==> config.mk <==
export PLATFORM = sky130hd
export DESIGN_NAME = variable_bin_lookup
export DESIGN_NICKNAME = d
export VERILOG_FILES = /design/src/rtl/vbl_pkg.sv /design/src/rtl/vbl_edge_mem.sv /design/src/rtl/variable_bin_lookup.sv
export VERILOG_INCLUDE_DIRS = /design/src /design/src/rtl
export SDC_FILE = /design/constraint.sdc
export NUM_CORES = 2
export LEC_CHECK = 0
export ABC_AREA = 1
export BUFFER_PORTS_ARGS = -buffer_cell sky130_fd_sc_hd__buf_2
export CAP_MARGIN = 10
export CORE_MARGIN = 1.5
export CORE_UTILIZATION = 45
export DETAILED_ROUTE_END_ITERATION = 10
export GPL_ROUTABILITY_DRIVEN = 0
export MAX_ROUTING_LAYER = met4
export SLEW_MARGIN = 20
export SYNTH_ARGS = -nofsm -noshare
export SYNTH_HDL_FRONTEND = slang
export SYNTH_SLANG_ARGS = --single-unit
==> constraint.sdc <==
create_clock -name clk -period 7.4 [get_ports clk]
set_input_delay 1.48 -clock clk [delete_from_list [all_inputs] [get_ports clk]]
set_output_delay 1.48 -clock clk [all_outputs]
set_load 0.05 [all_outputs]
==> src/rtl/variable_bin_lookup_defines.svh <==
// Assertion macros for the bin lookup block
`ifndef VARIABLE_BIN_LOOKUP_DEFINES_SVH
`define VARIABLE_BIN_LOOKUP_DEFINES_SVH

// Same-cycle implication, sampled on clk, off during reset
`define VBL_ASSERT_IMPL(lbl, ante, cons, msg) \
	lbl: assert property (@(posedge clk) disable iff (!arst_n) (ante) |-> (cons)) \
		else $error(msg);

// Next-cycle implication, sampled on clk, off during reset
`define VBL_ASSERT_NEXT(lbl, ante, cons, msg) \
	lbl: assert property (@(posedge clk) disable iff (!arst_n) (ante) |=> (cons)) \
		else $error(msg);

`endif

==> src/rtl/vbl_pkg.sv <==
`default_nettype none

package vbl_pkg;

	localparam int MAX_BINS    = 64;
	localparam int VALUE_WIDTH = 32;
	localparam int DEPTH       = MAX_BINS + 1;
	localparam int ADDR_W      = $clog2(DEPTH);
	localparam int CNT_W       = $clog2(DEPTH + 1);
	localparam int CMP_W       = CNT_W + 1;
	localparam int IDX_W       = 7;
	localparam int BIN_W       = 6;
	localparam int REQ_W       = 2;
	localparam int STAT_W      = 2;
	localparam int NB_W        = 7;
	localparam int PADDR_W     = 2;
	localparam int PDATA_W     = 32;

	localparam logic [PADDR_W-1:0] ADDR_NUM_BINS = '0;
	localparam logic [NB_W-1:0]    NUM_BINS_RST  = NB_W'(1);

	typedef enum logic [REQ_W-1:0] {
		REQ_WRITE = 2'd0,
		REQ_FIND  = 2'd1,
		REQ_READ  = 2'd2,
		REQ_RSVD  = 2'd3
	} req_t;

	typedef enum logic [STAT_W-1:0] {
		ST_OK         = 2'd0,
		ST_BAD_INDEX  = 2'd1,
		ST_NOT_INCR   = 2'd2,
		ST_INCOMPLETE = 2'd3
	} status_t;

	typedef enum logic [6:0] {
		S_IDLE   = 7'b0000001,
		S_W_CHK  = 7'b0000010,
		S_L_MIN  = 7'b0000100,
		S_L_MAX  = 7'b0001000,
		S_L_SRCH = 7'b0010000,
		S_B_LO   = 7'b0100000,
		S_B_HI   = 7'b1000000
	} state_t;

	typedef struct packed {
		logic                   we;
		logic [ADDR_W-1:0]      waddr;
		logic [VALUE_WIDTH-1:0] wdata;
		logic                   re;
		logic [ADDR_W-1:0]      raddr;
	} mem_req_t;

	function automatic logic [CNT_W-1:0] bins_in_use(input logic [NB_W-1:0] nb);
		logic [CNT_W-1:0] n;
		n = CNT_W'(nb);
		if (nb == '0) begin
			n = CNT_W'(1);
		end else if (CMP_W'(nb) > CMP_W'(MAX_BINS)) begin
			n = CNT_W'(MAX_BINS);
		end
		return n;
	endfunction

endpackage

`default_nettype wire

==> src/rtl/vbl_edge_mem.sv <==
`default_nettype none

module vbl_edge_mem (
	input  wire logic                           clk,
	input  wire vbl_pkg::mem_req_t              mem_req,
	output logic [vbl_pkg::VALUE_WIDTH-1:0]     rd_data
);

	logic [vbl_pkg::VALUE_WIDTH-1:0] mem_q [vbl_pkg::DEPTH];
	logic [vbl_pkg::VALUE_WIDTH-1:0] rd_q;

	always_ff @(posedge clk) begin
		if (mem_req.we) begin
			mem_q[mem_req.waddr] <= mem_req.wdata;
		end
		if (mem_req.re) begin
			rd_q <= mem_q[mem_req.raddr];
		end
	end

	assign rd_data = rd_q;

endmodule

`default_nettype wire

==> src/rtl/variable_bin_lookup.sv <==
// Bin lookup over a table of strictly increasing signed edges. A request is
// taken at a clock edge where start is high and busy is low; its single result
// appears on status, bin_index, lower_edge, upper_edge and center for exactly
// one cycle with done high, and the receiver cannot stall it, so capture it
// then. Rejected requests and a write at index 0 are answered straight from
// idle; other writes pass through a check state, a bin read fetches its low and
// high edges, and a lookup probes the first and, unless clamped, the last edge,
// then runs its search steps (at most ceil(log2(num_bins))) and fetches the edges.
// Every edge read goes through the single read port of the edge memory and one shared
// signed comparator, one read per cycle. busy stays high until the result is
// issued; a new request may be taken in the cycle done is high. num_bins must be
// written over the APB port only while the block is idle; the block does not enforce it.
`default_nettype none

`include "variable_bin_lookup_defines.svh"

module variable_bin_lookup (
	input  wire logic                             clk,
	input  wire logic                             arst_n,
	input  wire logic                             start,
	output logic                                  busy,
	input  wire logic [vbl_pkg::REQ_W-1:0]        req_type,
	input  wire logic [vbl_pkg::IDX_W-1:0]        index,
	input  wire logic signed [vbl_pkg::VALUE_WIDTH-1:0] value,
	output logic                                  done,
	output logic [vbl_pkg::STAT_W-1:0]            status,
	output logic [vbl_pkg::BIN_W-1:0]             bin_index,
	output logic signed [vbl_pkg::VALUE_WIDTH-1:0] lower_edge,
	output logic signed [vbl_pkg::VALUE_WIDTH-1:0] upper_edge,
	output logic signed [vbl_pkg::VALUE_WIDTH-1:0] center,
	input  wire logic                             psel,
	input  wire logic                             penable,
	input  wire logic                             pwrite,
	input  wire logic [vbl_pkg::PADDR_W-1:0]      paddr,
	input  wire logic [vbl_pkg::PDATA_W-1:0]      pwdata,
	output logic [vbl_pkg::PDATA_W-1:0]           prdata,
	output logic                                  pready
);

	localparam int VW    = vbl_pkg::VALUE_WIDTH;
	localparam int CNT_W = vbl_pkg::CNT_W;
	localparam int CMP_W = vbl_pkg::CMP_W;
	localparam int AW    = vbl_pkg::ADDR_W;

	vbl_pkg::state_t state_q, state_d;

	logic [vbl_pkg::NB_W-1:0] num_bins_q;
	logic [CNT_W-1:0]         el_q, el_d;
	logic [CNT_W-1:0]         n_q, n_d;
	logic [vbl_pkg::IDX_W-1:0] idx_q, idx_d;
	logic [VW-1:0]            v_q, v_d;
	logic [CNT_W-1:0]         lo_q, lo_d;
	logic [CNT_W-1:0]         hi_q, hi_d;
	logic [CNT_W-1:0]         mid_q, mid_d;
	logic [VW-1:0]            edge_lo_q, edge_lo_d;

	logic                        done_q, done_d;
	logic [vbl_pkg::STAT_W-1:0]  status_q, status_d;
	logic [vbl_pkg::BIN_W-1:0]   bin_q, bin_d;
	logic [VW-1:0]               lower_q, lower_d;
	logic [VW-1:0]               upper_q, upper_d;
	logic [VW-1:0]               center_q, center_d;

	vbl_pkg::mem_req_t mem_req;
	logic [VW-1:0]     rd_data;

	logic [CNT_W-1:0] n_cur;
	logic [CMP_W-1:0] idx_x, n_x, el_x;
	logic             le, eq;
	logic [CNT_W-1:0] lo_n, hi_n, mid_n;
	logic [CNT_W:0]   mid_sum;
	logic [VW:0]      ctr_sum;
	logic             cfg_wr;
	logic             res_clear;
	logic             probe_ok;

	vbl_edge_mem u_mem (
		.clk     (clk),
		.mem_req (mem_req),
		.rd_data (rd_data)
	);

	assign busy  = (state_q != vbl_pkg::S_IDLE);
	assign n_cur = vbl_pkg::bins_in_use(num_bins_q);
	assign idx_x = CMP_W'(index);
	assign n_x   = CMP_W'(n_cur);
	assign el_x  = CMP_W'(el_q);

	// shared comparator: stored edge against the held value
	assign le = ($signed(rd_data) <= $signed(v_q));
	assign eq = (rd_data == v_q);

	assign lo_n    = le ? mid_q : lo_q;
	assign hi_n    = le ? hi_q : mid_q;
	assign mid_sum = {1'b0, lo_n} + {1'b0, hi_n};
	assign mid_n   = mid_sum[CNT_W:1];

	assign ctr_sum = {edge_lo_q[VW-1], edge_lo_q} + {rd_data[VW-1], rd_data};

	always_comb begin
		state_d   = state_q;
		el_d      = el_q;
		n_d       = n_q;
		idx_d     = idx_q;
		v_d       = v_q;
		lo_d      = lo_q;
		hi_d      = hi_q;
		mid_d     = mid_q;
		edge_lo_d = edge_lo_q;
		mem_req   = '0;
		done_d    = 1'b0;
		status_d  = vbl_pkg::ST_OK;
		bin_d     = '0;
		lower_d   = '0;
		upper_d   = '0;
		center_d  = '0;
		case (state_q)
			vbl_pkg::S_IDLE: begin
				if (start) begin
					idx_d = index;
					v_d   = value;
					n_d   = n_cur;
					case (vbl_pkg::req_t'(req_type))
						vbl_pkg::REQ_WRITE: begin
							if (idx_x > n_x || idx_x > el_x) begin
								done_d   = 1'b1;
								status_d = vbl_pkg::ST_BAD_INDEX;
							end else if (index == '0) begin
								mem_req.we    = 1'b1;
								mem_req.waddr = AW'(index);
								mem_req.wdata = value;
								el_d          = CNT_W'(idx_x + CMP_W'(1));
								done_d        = 1'b1;
							end else begin
								mem_req.re    = 1'b1;
								mem_req.raddr = AW'(idx_x - CMP_W'(1));
								state_d       = vbl_pkg::S_W_CHK;
							end
						end
						vbl_pkg::REQ_FIND: begin
							if (el_x < n_x + CMP_W'(1)) begin
								done_d   = 1'b1;
								status_d = vbl_pkg::ST_INCOMPLETE;
							end else begin
								mem_req.re    = 1'b1;
								mem_req.raddr = '0;
								state_d       = vbl_pkg::S_L_MIN;
							end
						end
						vbl_pkg::REQ_READ: begin
							if (idx_x >= n_x) begin
								done_d   = 1'b1;
								status_d = vbl_pkg::ST_BAD_INDEX;
							end else if (el_x < idx_x + CMP_W'(2)) begin
								done_d   = 1'b1;
								status_d = vbl_pkg::ST_INCOMPLETE;
							end else begin
								mem_req.re    = 1'b1;
								mem_req.raddr = AW'(index);
								lo_d          = CNT_W'(index);
								state_d       = vbl_pkg::S_B_LO;
							end
						end
						default: begin
							done_d   = 1'b1;
							status_d = vbl_pkg::ST_BAD_INDEX;
						end
					endcase
				end
			end
			vbl_pkg::S_W_CHK: begin
				done_d = 1'b1;
				if (le && !eq) begin
					mem_req.we    = 1'b1;
					mem_req.waddr = AW'(idx_q);
					mem_req.wdata = v_q;
					el_d          = CNT_W'(CMP_W'(idx_q) + CMP_W'(1));
				end else begin
					status_d = vbl_pkg::ST_NOT_INCR;
				end
				state_d = vbl_pkg::S_IDLE;
			end
			vbl_pkg::S_L_MIN: begin
				mem_req.re = 1'b1;
				if (!le) begin
					// below the first edge: clamp to bin 0
					lo_d          = '0;
					mem_req.raddr = '0;
					state_d       = vbl_pkg::S_B_LO;
				end else begin
					mem_req.raddr = AW'(n_q);
					state_d       = vbl_pkg::S_L_MAX;
				end
			end
			vbl_pkg::S_L_MAX: begin
				mem_req.re = 1'b1;
				if (le) begin
					// at or above the last edge: clamp to the last bin
					lo_d          = n_q - CNT_W'(1);
					mem_req.raddr = AW'(n_q - CNT_W'(1));
					state_d       = vbl_pkg::S_B_LO;
				end else begin
					lo_d = '0;
					hi_d = n_q;
					if (n_q > CNT_W'(1)) begin
						mid_d         = n_q >> 1;
						mem_req.raddr = AW'(n_q >> 1);
						state_d       = vbl_pkg::S_L_SRCH;
					end else begin
						mem_req.raddr = '0;
						state_d       = vbl_pkg::S_B_LO;
					end
				end
			end
			vbl_pkg::S_L_SRCH: begin
				lo_d       = lo_n;
				hi_d       = hi_n;
				mem_req.re = 1'b1;
				if (hi_n - lo_n > CNT_W'(1)) begin
					mid_d         = mid_n;
					mem_req.raddr = AW'(mid_n);
				end else begin
					mem_req.raddr = AW'(lo_n);
					state_d       = vbl_pkg::S_B_LO;
				end
			end
			vbl_pkg::S_B_LO: begin
				edge_lo_d     = rd_data;
				mem_req.re    = 1'b1;
				mem_req.raddr = AW'(lo_q + CNT_W'(1));
				state_d       = vbl_pkg::S_B_HI;
			end
			vbl_pkg::S_B_HI: begin
				done_d   = 1'b1;
				bin_d    = lo_q[vbl_pkg::BIN_W-1:0];
				lower_d  = edge_lo_q;
				upper_d  = rd_data;
				center_d = ctr_sum[VW:1];
				state_d  = vbl_pkg::S_IDLE;
			end
			default: begin
				state_d = vbl_pkg::S_IDLE;
			end
		endcase
	end

	assign cfg_wr = psel && penable && pwrite && pready && (paddr == vbl_pkg::ADDR_NUM_BINS);

	always_ff @(posedge clk or negedge arst_n) begin
		if (!arst_n) begin
			state_q    <= vbl_pkg::S_IDLE;
			el_q       <= '0;
			num_bins_q <= vbl_pkg::NUM_BINS_RST;
			done_q     <= 1'b0;
		end else begin
			state_q <= state_d;
			el_q    <= el_d;
			done_q  <= done_d;
			if (cfg_wr) begin
				num_bins_q <= pwdata[vbl_pkg::NB_W-1:0];
			end
		end
	end

	always_ff @(posedge clk) begin
		n_q       <= n_d;
		idx_q     <= idx_d;
		v_q       <= v_d;
		lo_q      <= lo_d;
		hi_q      <= hi_d;
		mid_q     <= mid_d;
		edge_lo_q <= edge_lo_d;
		if (done_d) begin
			status_q <= status_d;
			bin_q    <= bin_d;
			lower_q  <= lower_d;
			upper_q  <= upper_d;
			center_q <= center_d;
		end
	end

	assign done       = done_q;
	assign status     = status_q;
	assign bin_index  = bin_q;
	assign lower_edge = lower_q;
	assign upper_edge = upper_q;
	assign center     = center_q;

	assign pready = 1'b1;
	assign prdata = (paddr == vbl_pkg::ADDR_NUM_BINS) ? vbl_pkg::PDATA_W'(num_bins_q) : '0;

	assign res_clear = bin_q == '0 && lower_q == '0 && upper_q == '0 && center_q == '0;
	assign probe_ok  = hi_q - lo_q > CNT_W'(1) && mid_q > lo_q && mid_q < hi_q;

	`VBL_ASSERT_NEXT(a_hi_then_done, state_q == vbl_pkg::S_B_HI, done_q, "fetch without result")
	`VBL_ASSERT_IMPL(a_err_clear, done_q && status_q != vbl_pkg::ST_OK, res_clear, "error payload")
	`VBL_ASSERT_IMPL(a_search_span, state_q == vbl_pkg::S_L_SRCH, probe_ok, "probe out of bounds")

endmodule

`default_nettype wire

**Yosys cells after proc, flatten, opt, wreduce, memory -nomap -nowiden**

Memories as Yosys holds them, arrays and structs flattened. A register that Yosys moved wholly into a read port is not among the register bits.
Index checks and enable logic that the tools add are counted.

- Register bits: 225
- Bits in writable memories: 2080
- Memories kept: 1

- Add/subtract/negate cells: 10
- $lt $le $gt $ge: 9
- Equal/unequal tests: 30
- Multiplexer cells: 70
- Reduce and logical (&&, ||, !) cells: 20

Memories:

| memory | words | width | read ports | clocked after Yosys merged registers in | write ports | RTL line | source |
|---|---|---|---|---|---|---|---|
| u_mem.mem_q | 65 | 32 | 1 | 1 | 1 | vbl_edge_mem.sv:9 | `logic [vbl_pkg::VALUE_WIDTH-1:0] mem_q [vbl_pkg::DEPTH];` |

Operator list:

| kind | count |
|---|---|
| two-way mux 7 bit | 30 |
| two-way mux 40 bit | 3 |
| two-way mux 48 bit | 2 |
| case mux 40 bit (2 select lines) | 1 |
| case mux 7 bit (2 select lines) | 3 |
| case mux 8 bit (5 select lines) | 1 |
| case mux 7 bit (5 select lines) | 1 |
| adder 32 x 32 -> 33 bit | 1 |
| equality test 32 bit | 1 |
| less-or-equal comparator 32 bit | 1 |
| two-way mux 8 bit | 4 |
| case mux 7 bit (4 select lines) | 1 |
| two-way mux 6 bit | 4 |
| case mux 8 bit (3 select lines) | 1 |
| inequality test 2 bit, second input constant | 11 |
| adder 7 x 1 -> 7 bit, second input constant | 3 |
| case mux 7 bit (3 select lines) | 1 |
| less-than comparator 7 x 8 -> 1 bit | 2 |
| inequality test 3 bit, second input constant | 5 |
| > comparator 7 x 1 -> 1 bit, second input constant | 2 |
| > comparator 7 bit | 2 |
| logical NOT 7 bit | 2 |
| subtractor 7 x 1 -> 7 bit, second input constant | 2 |
| AND reduction 6 bit | 2 |
| 34 further kinds | 53 |

**Longest topological paths before layout**

- Depth after elaboration: 11
- Gate-level depth with buffers: 45

**Hierarchy**

Synthesis repeated with hierarchy kept, for this count alone.

- Cells, all modules: 8476
- Area, all modules: 98778.5 µm²

Modules (own cells, without submodules):

| module | instances | cells an instance | area an instance (µm²) |
|---|---|---|---|
| vbl_edge_mem | 1 | 6810 | 84345.9 |
| variable_bin_lookup | 1 | 1666 | 14432.6 |

**Worst setup path after synthesis**

OpenSTA, ideal clock, no wires.

- Kind: in2reg
- Start point: input index[3] (netlist name)
- End point: register bin_q, in the netlist bin_index[0], enable pin
- Setup time: 1221 ps
- Data arrival time: 5305 ps
- Setup slack: 874 ps
- Cell stages on the path: 14
- Buffers on the path: 1
- Cell sequence: buf_2 nand3_1 nor3_1 xor2_1 ha_1 inv_1 nor2_1 o21ai_0 nand3_1 nand2_1 nand2_1 nand2_1 o21ai_0 nand3_1

- Cells in the longest elaborated chain, start to end: 7
- Elaborated cells on any way between the ends: 14
- Those cells by class: add/sub: 1; order compare: 4; mux: 7; reduce/logical: 2

RTL lines:

| element | RTL line | source |
|---|---|---|
| start, declared | variable_bin_lookup.sv:23 | `input wire logic [vbl_pkg::IDX_W-1:0] index,` |
| adder 7 x 2 -> 8 bit | variable_bin_lookup.sv:154 | `end else if (el_x < idx_x + CMP_W'(2)) begin` |
| less-than comparator 7 x 8 -> 1 bit | variable_bin_lookup.sv:154 |  |
| two-way mux 1 bit | variable_bin_lookup.sv:154 |  |
| two-way mux 1 bit | variable_bin_lookup.sv:151 | `if (idx_x >= n_x) begin` |
| case mux 1 bit (3 select lines) * | variable_bin_lookup.sv:123 | `case (vbl_pkg::req_t'(req_type))` |
| two-way mux 1 bit * | variable_bin_lookup.sv:119 | `if (start) begin` |
| case mux 1 bit (2 select lines) * | variable_bin_lookup.sv:117 | `case (state_q)` |
| via done_d | variable_bin_lookup.sv:57 | `logic done_q, done_d;` |
| end signal, assigned | variable_bin_lookup.sv:275 | `bin_q <= bin_d;` |
| end, declared | variable_bin_lookup.sv:59 | `logic [vbl_pkg::BIN_W-1:0] bin_q, bin_d;` |

Mark *: on every way through the listed nets, which the timed path passes. The rest lies on a longest branch.
A chain may end at the register's enable or synchronous reset.

**Worst setup path in the final report**

- Start point: register u_mem.rd_q, in the netlist u_mem.rd_data[7], read port of u_mem.mem_q
- End point: register u_mem.rd_q, in the netlist u_mem.rd_data[3], read port of u_mem.mem_q, data pin

- Cells in the longest elaborated chain, start to end: 6
- Elaborated cells on any way between the ends: 10
- Those cells by class: add/sub: 2; order compare: 2; mux: 6

RTL lines:

| element | RTL line | source |
|---|---|---|
| start, declared | vbl_edge_mem.sv:10 | `logic [vbl_pkg::VALUE_WIDTH-1:0] rd_q;` |
| less-or-equal comparator 32 bit * | variable_bin_lookup.sv:90 | `assign le = ($signed(rd_data) <= $signed(v_q));` |
| two-way mux 7 bit (on tied branches) | variable_bin_lookup.sv:94, variable_bin_lookup.sv:93 |  |
| subtractor 7 bit | variable_bin_lookup.sv:219 | `if (hi_n - lo_n > CNT_W'(1)) begin` |
| > comparator 7 x 1 -> 1 bit | variable_bin_lookup.sv:219 |  |
| two-way mux 7 bit | variable_bin_lookup.sv:219 |  |
| case mux 8 bit (5 select lines) * | variable_bin_lookup.sv:117 |  |

Every way passes the cells marked *; elsewhere a longest branch is shown, timed or not.

==> out/metrics.yaml <==
critical_path:
  crit_path_start_kind: "flip-flop"
  crit_path_max_fanout: 34
  endpoint_kind: "flip-flop"
  slowest_delay_ns: 0.54
  critPathSlowestCell: "edfxtp_1"
  crit_arrival_ns: 7.78
  critPathKind: "reg2reg"
  cp.required_ns: 8.13
pwr:
  leakagePower_uw: 0.0390
  total_power_uw: 34700
  vdd_drop_max_mv: 0.207
  power_density_mw_per_mm2: 305
worst_hold_path:
  hold_class: "reg2reg"
drt:
  dr_total_vias: 72100
  firstDrtPassIters: 8
  drcViolationCount: 0
  wl_mm: 302
  via_per_inst: 6.17
  drtIter0Drc: 10100
  avgRoutedWirePerCell_um: 25.8
  ant_nets: 0
finish:
  layout-drive-gt1-share_pct: 10.7
  regArea_mm2: 0.0701
  area_delta_synth_final_pct: 12.5
  fin_nets: 8706
  multi_input_area_mm2: 0.0277
  layout_common_cells: "edfxtp_1 (2,315), nand3_1 (2,058), nand2_1 (1,351), nand4_1 (1,043), inv_1 (240)"
  num-fill-cells: 18900
  layout_commonest_cell: "edfxtp_1"
cts:
  insertion_delay_ns: 0.88
  cts.hold.buffers_added: 0
  cts_max_level: 4
  cts-root-buf: "clkbuf_16"
  cts.reportedPaths.clkPinSlew_ns: 0.06
  clock_sinks: 2337
  cts_tree: "built"
  clockBufferDepth: 3
  cts_buffers: 231
die:
  core-area_mm2: 0.223
  die_height_um: 477
  rows: 173
  die_area_mm2: 0.228
  die_x_um: 477
  io_pins: 220
  start_util_pct: 45.4
sta:
  clock_skew_ns: 0.0487
  relSlewSlack_pct: 16.5
  finalHoldViolCount: 0
  worst_pin_slew_ns: 1.24
  setup_violations: 0
  slew_violations: 0
  timing.fmax_mhz: 142
  period_share_pct: 95.3
  timing.final.ws_setup_ns: 0.347
  period_needed_ns: 7.05
yosys:
  synth-seq-cells: 2337
  ys_warn_count: 0
  synthCells: 8515
  synth_area_per_cell_um2: 11.9
  synth_area_mm2: 0.101
  synth.distinct_cells: 59
  seq_area_frac_synth_pct: 69.3
flow_run:
  drv_cap: 0
global_routing:
  track_usage_pct: 26.5
  grt_max_degree: 177
  first_global_vias: 67900
  antenna_found_initial: 8
  grt_pass1_wl_mm: 445
  grt-ovfl-total: 0
placed_design:
  dpl_worst_slack_ns: 0.359
  hpwl_mm: 168
  numPortBuffers: 168
run_status:
  run_status: "complete, no violations"
## synthesized netlist by cell type, drive strengths merged
| library cell | number | area share [%] |
|---|---|---|
| a2111oi | 1 | 0.0087 |
| o2111ai | 1 | 0.0087 |
| o211ai | 6 | 0.045 |
| nor3 | 10 | 0.054 |
| a22o | 2 | 0.017 |
| inv | 255 | 0.95 |
| a21oi | 101 | 0.50 |
| or2 | 6 | 0.037 |
| a31o | 2 | 0.017 |
| clkinv | 2 | 0.0074 |
| conb | 2 | 0.0074 |
| buf | 495 | 2.5 |
| dfstp | 2 | 0.052 |
| a31oi | 7 | 0.043 |
| xor2 | 15 | 0.13 |
| a221o | 2 | 0.020 |
| clkbuf | 232 | 0.86 |
| o21a | 26 | 0.19 |
| a21o | 4 | 0.030 |
| fa | 3 | 0.059 |
| nor3b | 4 | 0.035 |
| o21bai | 4 | 0.030 |
| xnor2 | 6 | 0.052 |
| a221oi | 1 | 0.0087 |
| nand3 | 2075 | 10 |
| nor2 | 264 | 1.0 |
| o22ai | 4 | 0.025 |
| o221ai | 6 | 0.052 |
| a22oi | 1 | 0.0074 |
| nand3b | 1 | 0.0074 |
| o31ai | 1 | 0.0074 |
| dfrtp | 20 | 0.49 |
| nand4 | 1045 | 6.5 |
| a32oi | 2 | 0.017 |
| a211oi | 1 | 0.0074 |
| edfxtp | 2315 | 69 |
| o21ai | 114 | 0.57 |
| ha | 117 | 1.4 |
| nor4 | 6 | 0.073 |
| nand2 | 1354 | 5.0 |
## layout make-up
class                           count  area share [%]
Tap cell                         2975            3.27
Timing Repair Buffer              460            3.59
Sequential cell                  2337            61.6
Inverter                          257           0.853
Clock inverter                    131           0.904
Antenna cell                       12          0.0264
Multi-Input combinational cell   5218            24.4
Clock buffer                      295            5.42
## routing by layer
layer  up-vias  share of wire [%]  track usage [%]
li1      31800                  -                -
met5         -                  0                -
met1     35900                 41             37.2
met3       503                 10             4.32
met2      3904                 45             39.1
met4         0                3.4             9.27
## flip-flops by register name, summed over array words and instances (netlist names), 32 cells and up
name and cells:
center 32, edge_lo_q 32, lower_edge 32, u_mem.mem_q 2080
u_mem.rd_data 32, upper_edge 32, v_q 32
## cells by family after synthesis
group	count (synthesis)	synth area share, %
other	2	0.00743
AOI/OAI and AO/OA	286	1.60
xor gates and xnor gates	21	0.182
and+or+nand+nor	4765	23.1
DFF	2337	69.3
adders and majority gates	120	1.51
buffers and inverters	984	4.35
## critical path: cells and delay by family (launching register included)
family          cells  cell delay, ns
buf+inv             6            1.23
fa+ha+maj           3            1.06
compound gates      3            0.55
flops               1            0.54
simple gates       24            3.42
## through the flow
step           std cells  hold WS, ns  utilization [%]  setup TNS, ns  cell area, um^2
6_report           11700        0.510             51.1              0           114000
5_1_grt            11700        0.527             51.1       -0.00975           114000
4_1_cts            11700        0.513             51.0              0           114000
3_5_place_dp       11200        0.502             47.7              0           106000
3_3_place_gp       11200        0.496             47.7              0           106000
2_1_floorplan       8539        0.468                -              0           101000
## power by group
part           switching [uW]  leakage (uW)  total (uW)  internal [uW]
combinational            5890        0.0155        7960           2070
clock                    4970       0.00351       11300           6340
sequential                227        0.0201       15400          15200
total                   11100        0.0390       34700          23600
## final timing paths
kind | from | end | slack, ns | cells past startpoint
setup reg to reg | u_mem.rd_data[7]$_DFFE_PP_ | u_mem.rd_data[3]$_DFFE_PP_ | 0.35 | 36
setup / recovery | u_mem.rd_data[7]$_DFFE_PP_ | u_mem.rd_data[3]$_DFFE_PP_ | 0.35 | 36
hold reg to reg | num_bins_q[0]$_DFFE_PN1P_ | num_bins_q[0]$_DFFE_PN1P_ | 0.51 | 2
hold / removal | num_bins_q[0]$_DFFE_PN1P_ | num_bins_q[0]$_DFFE_PN1P_ | 0.51 | 2
max in group asynchronous | arst_n | num_bins_q[4]$_DFFE_PN0P_ | 6.30 | 1
min in group asynchronous | arst_n | state_q[2]$_DFFE_PN0P_ | 0.66 | 1
## what timing repair did
item	CTS	global route
setup buffers	0	3
resized for setup	0	23
setup endpoints to repair	0	32
Power figures use the tool's default switching activity.
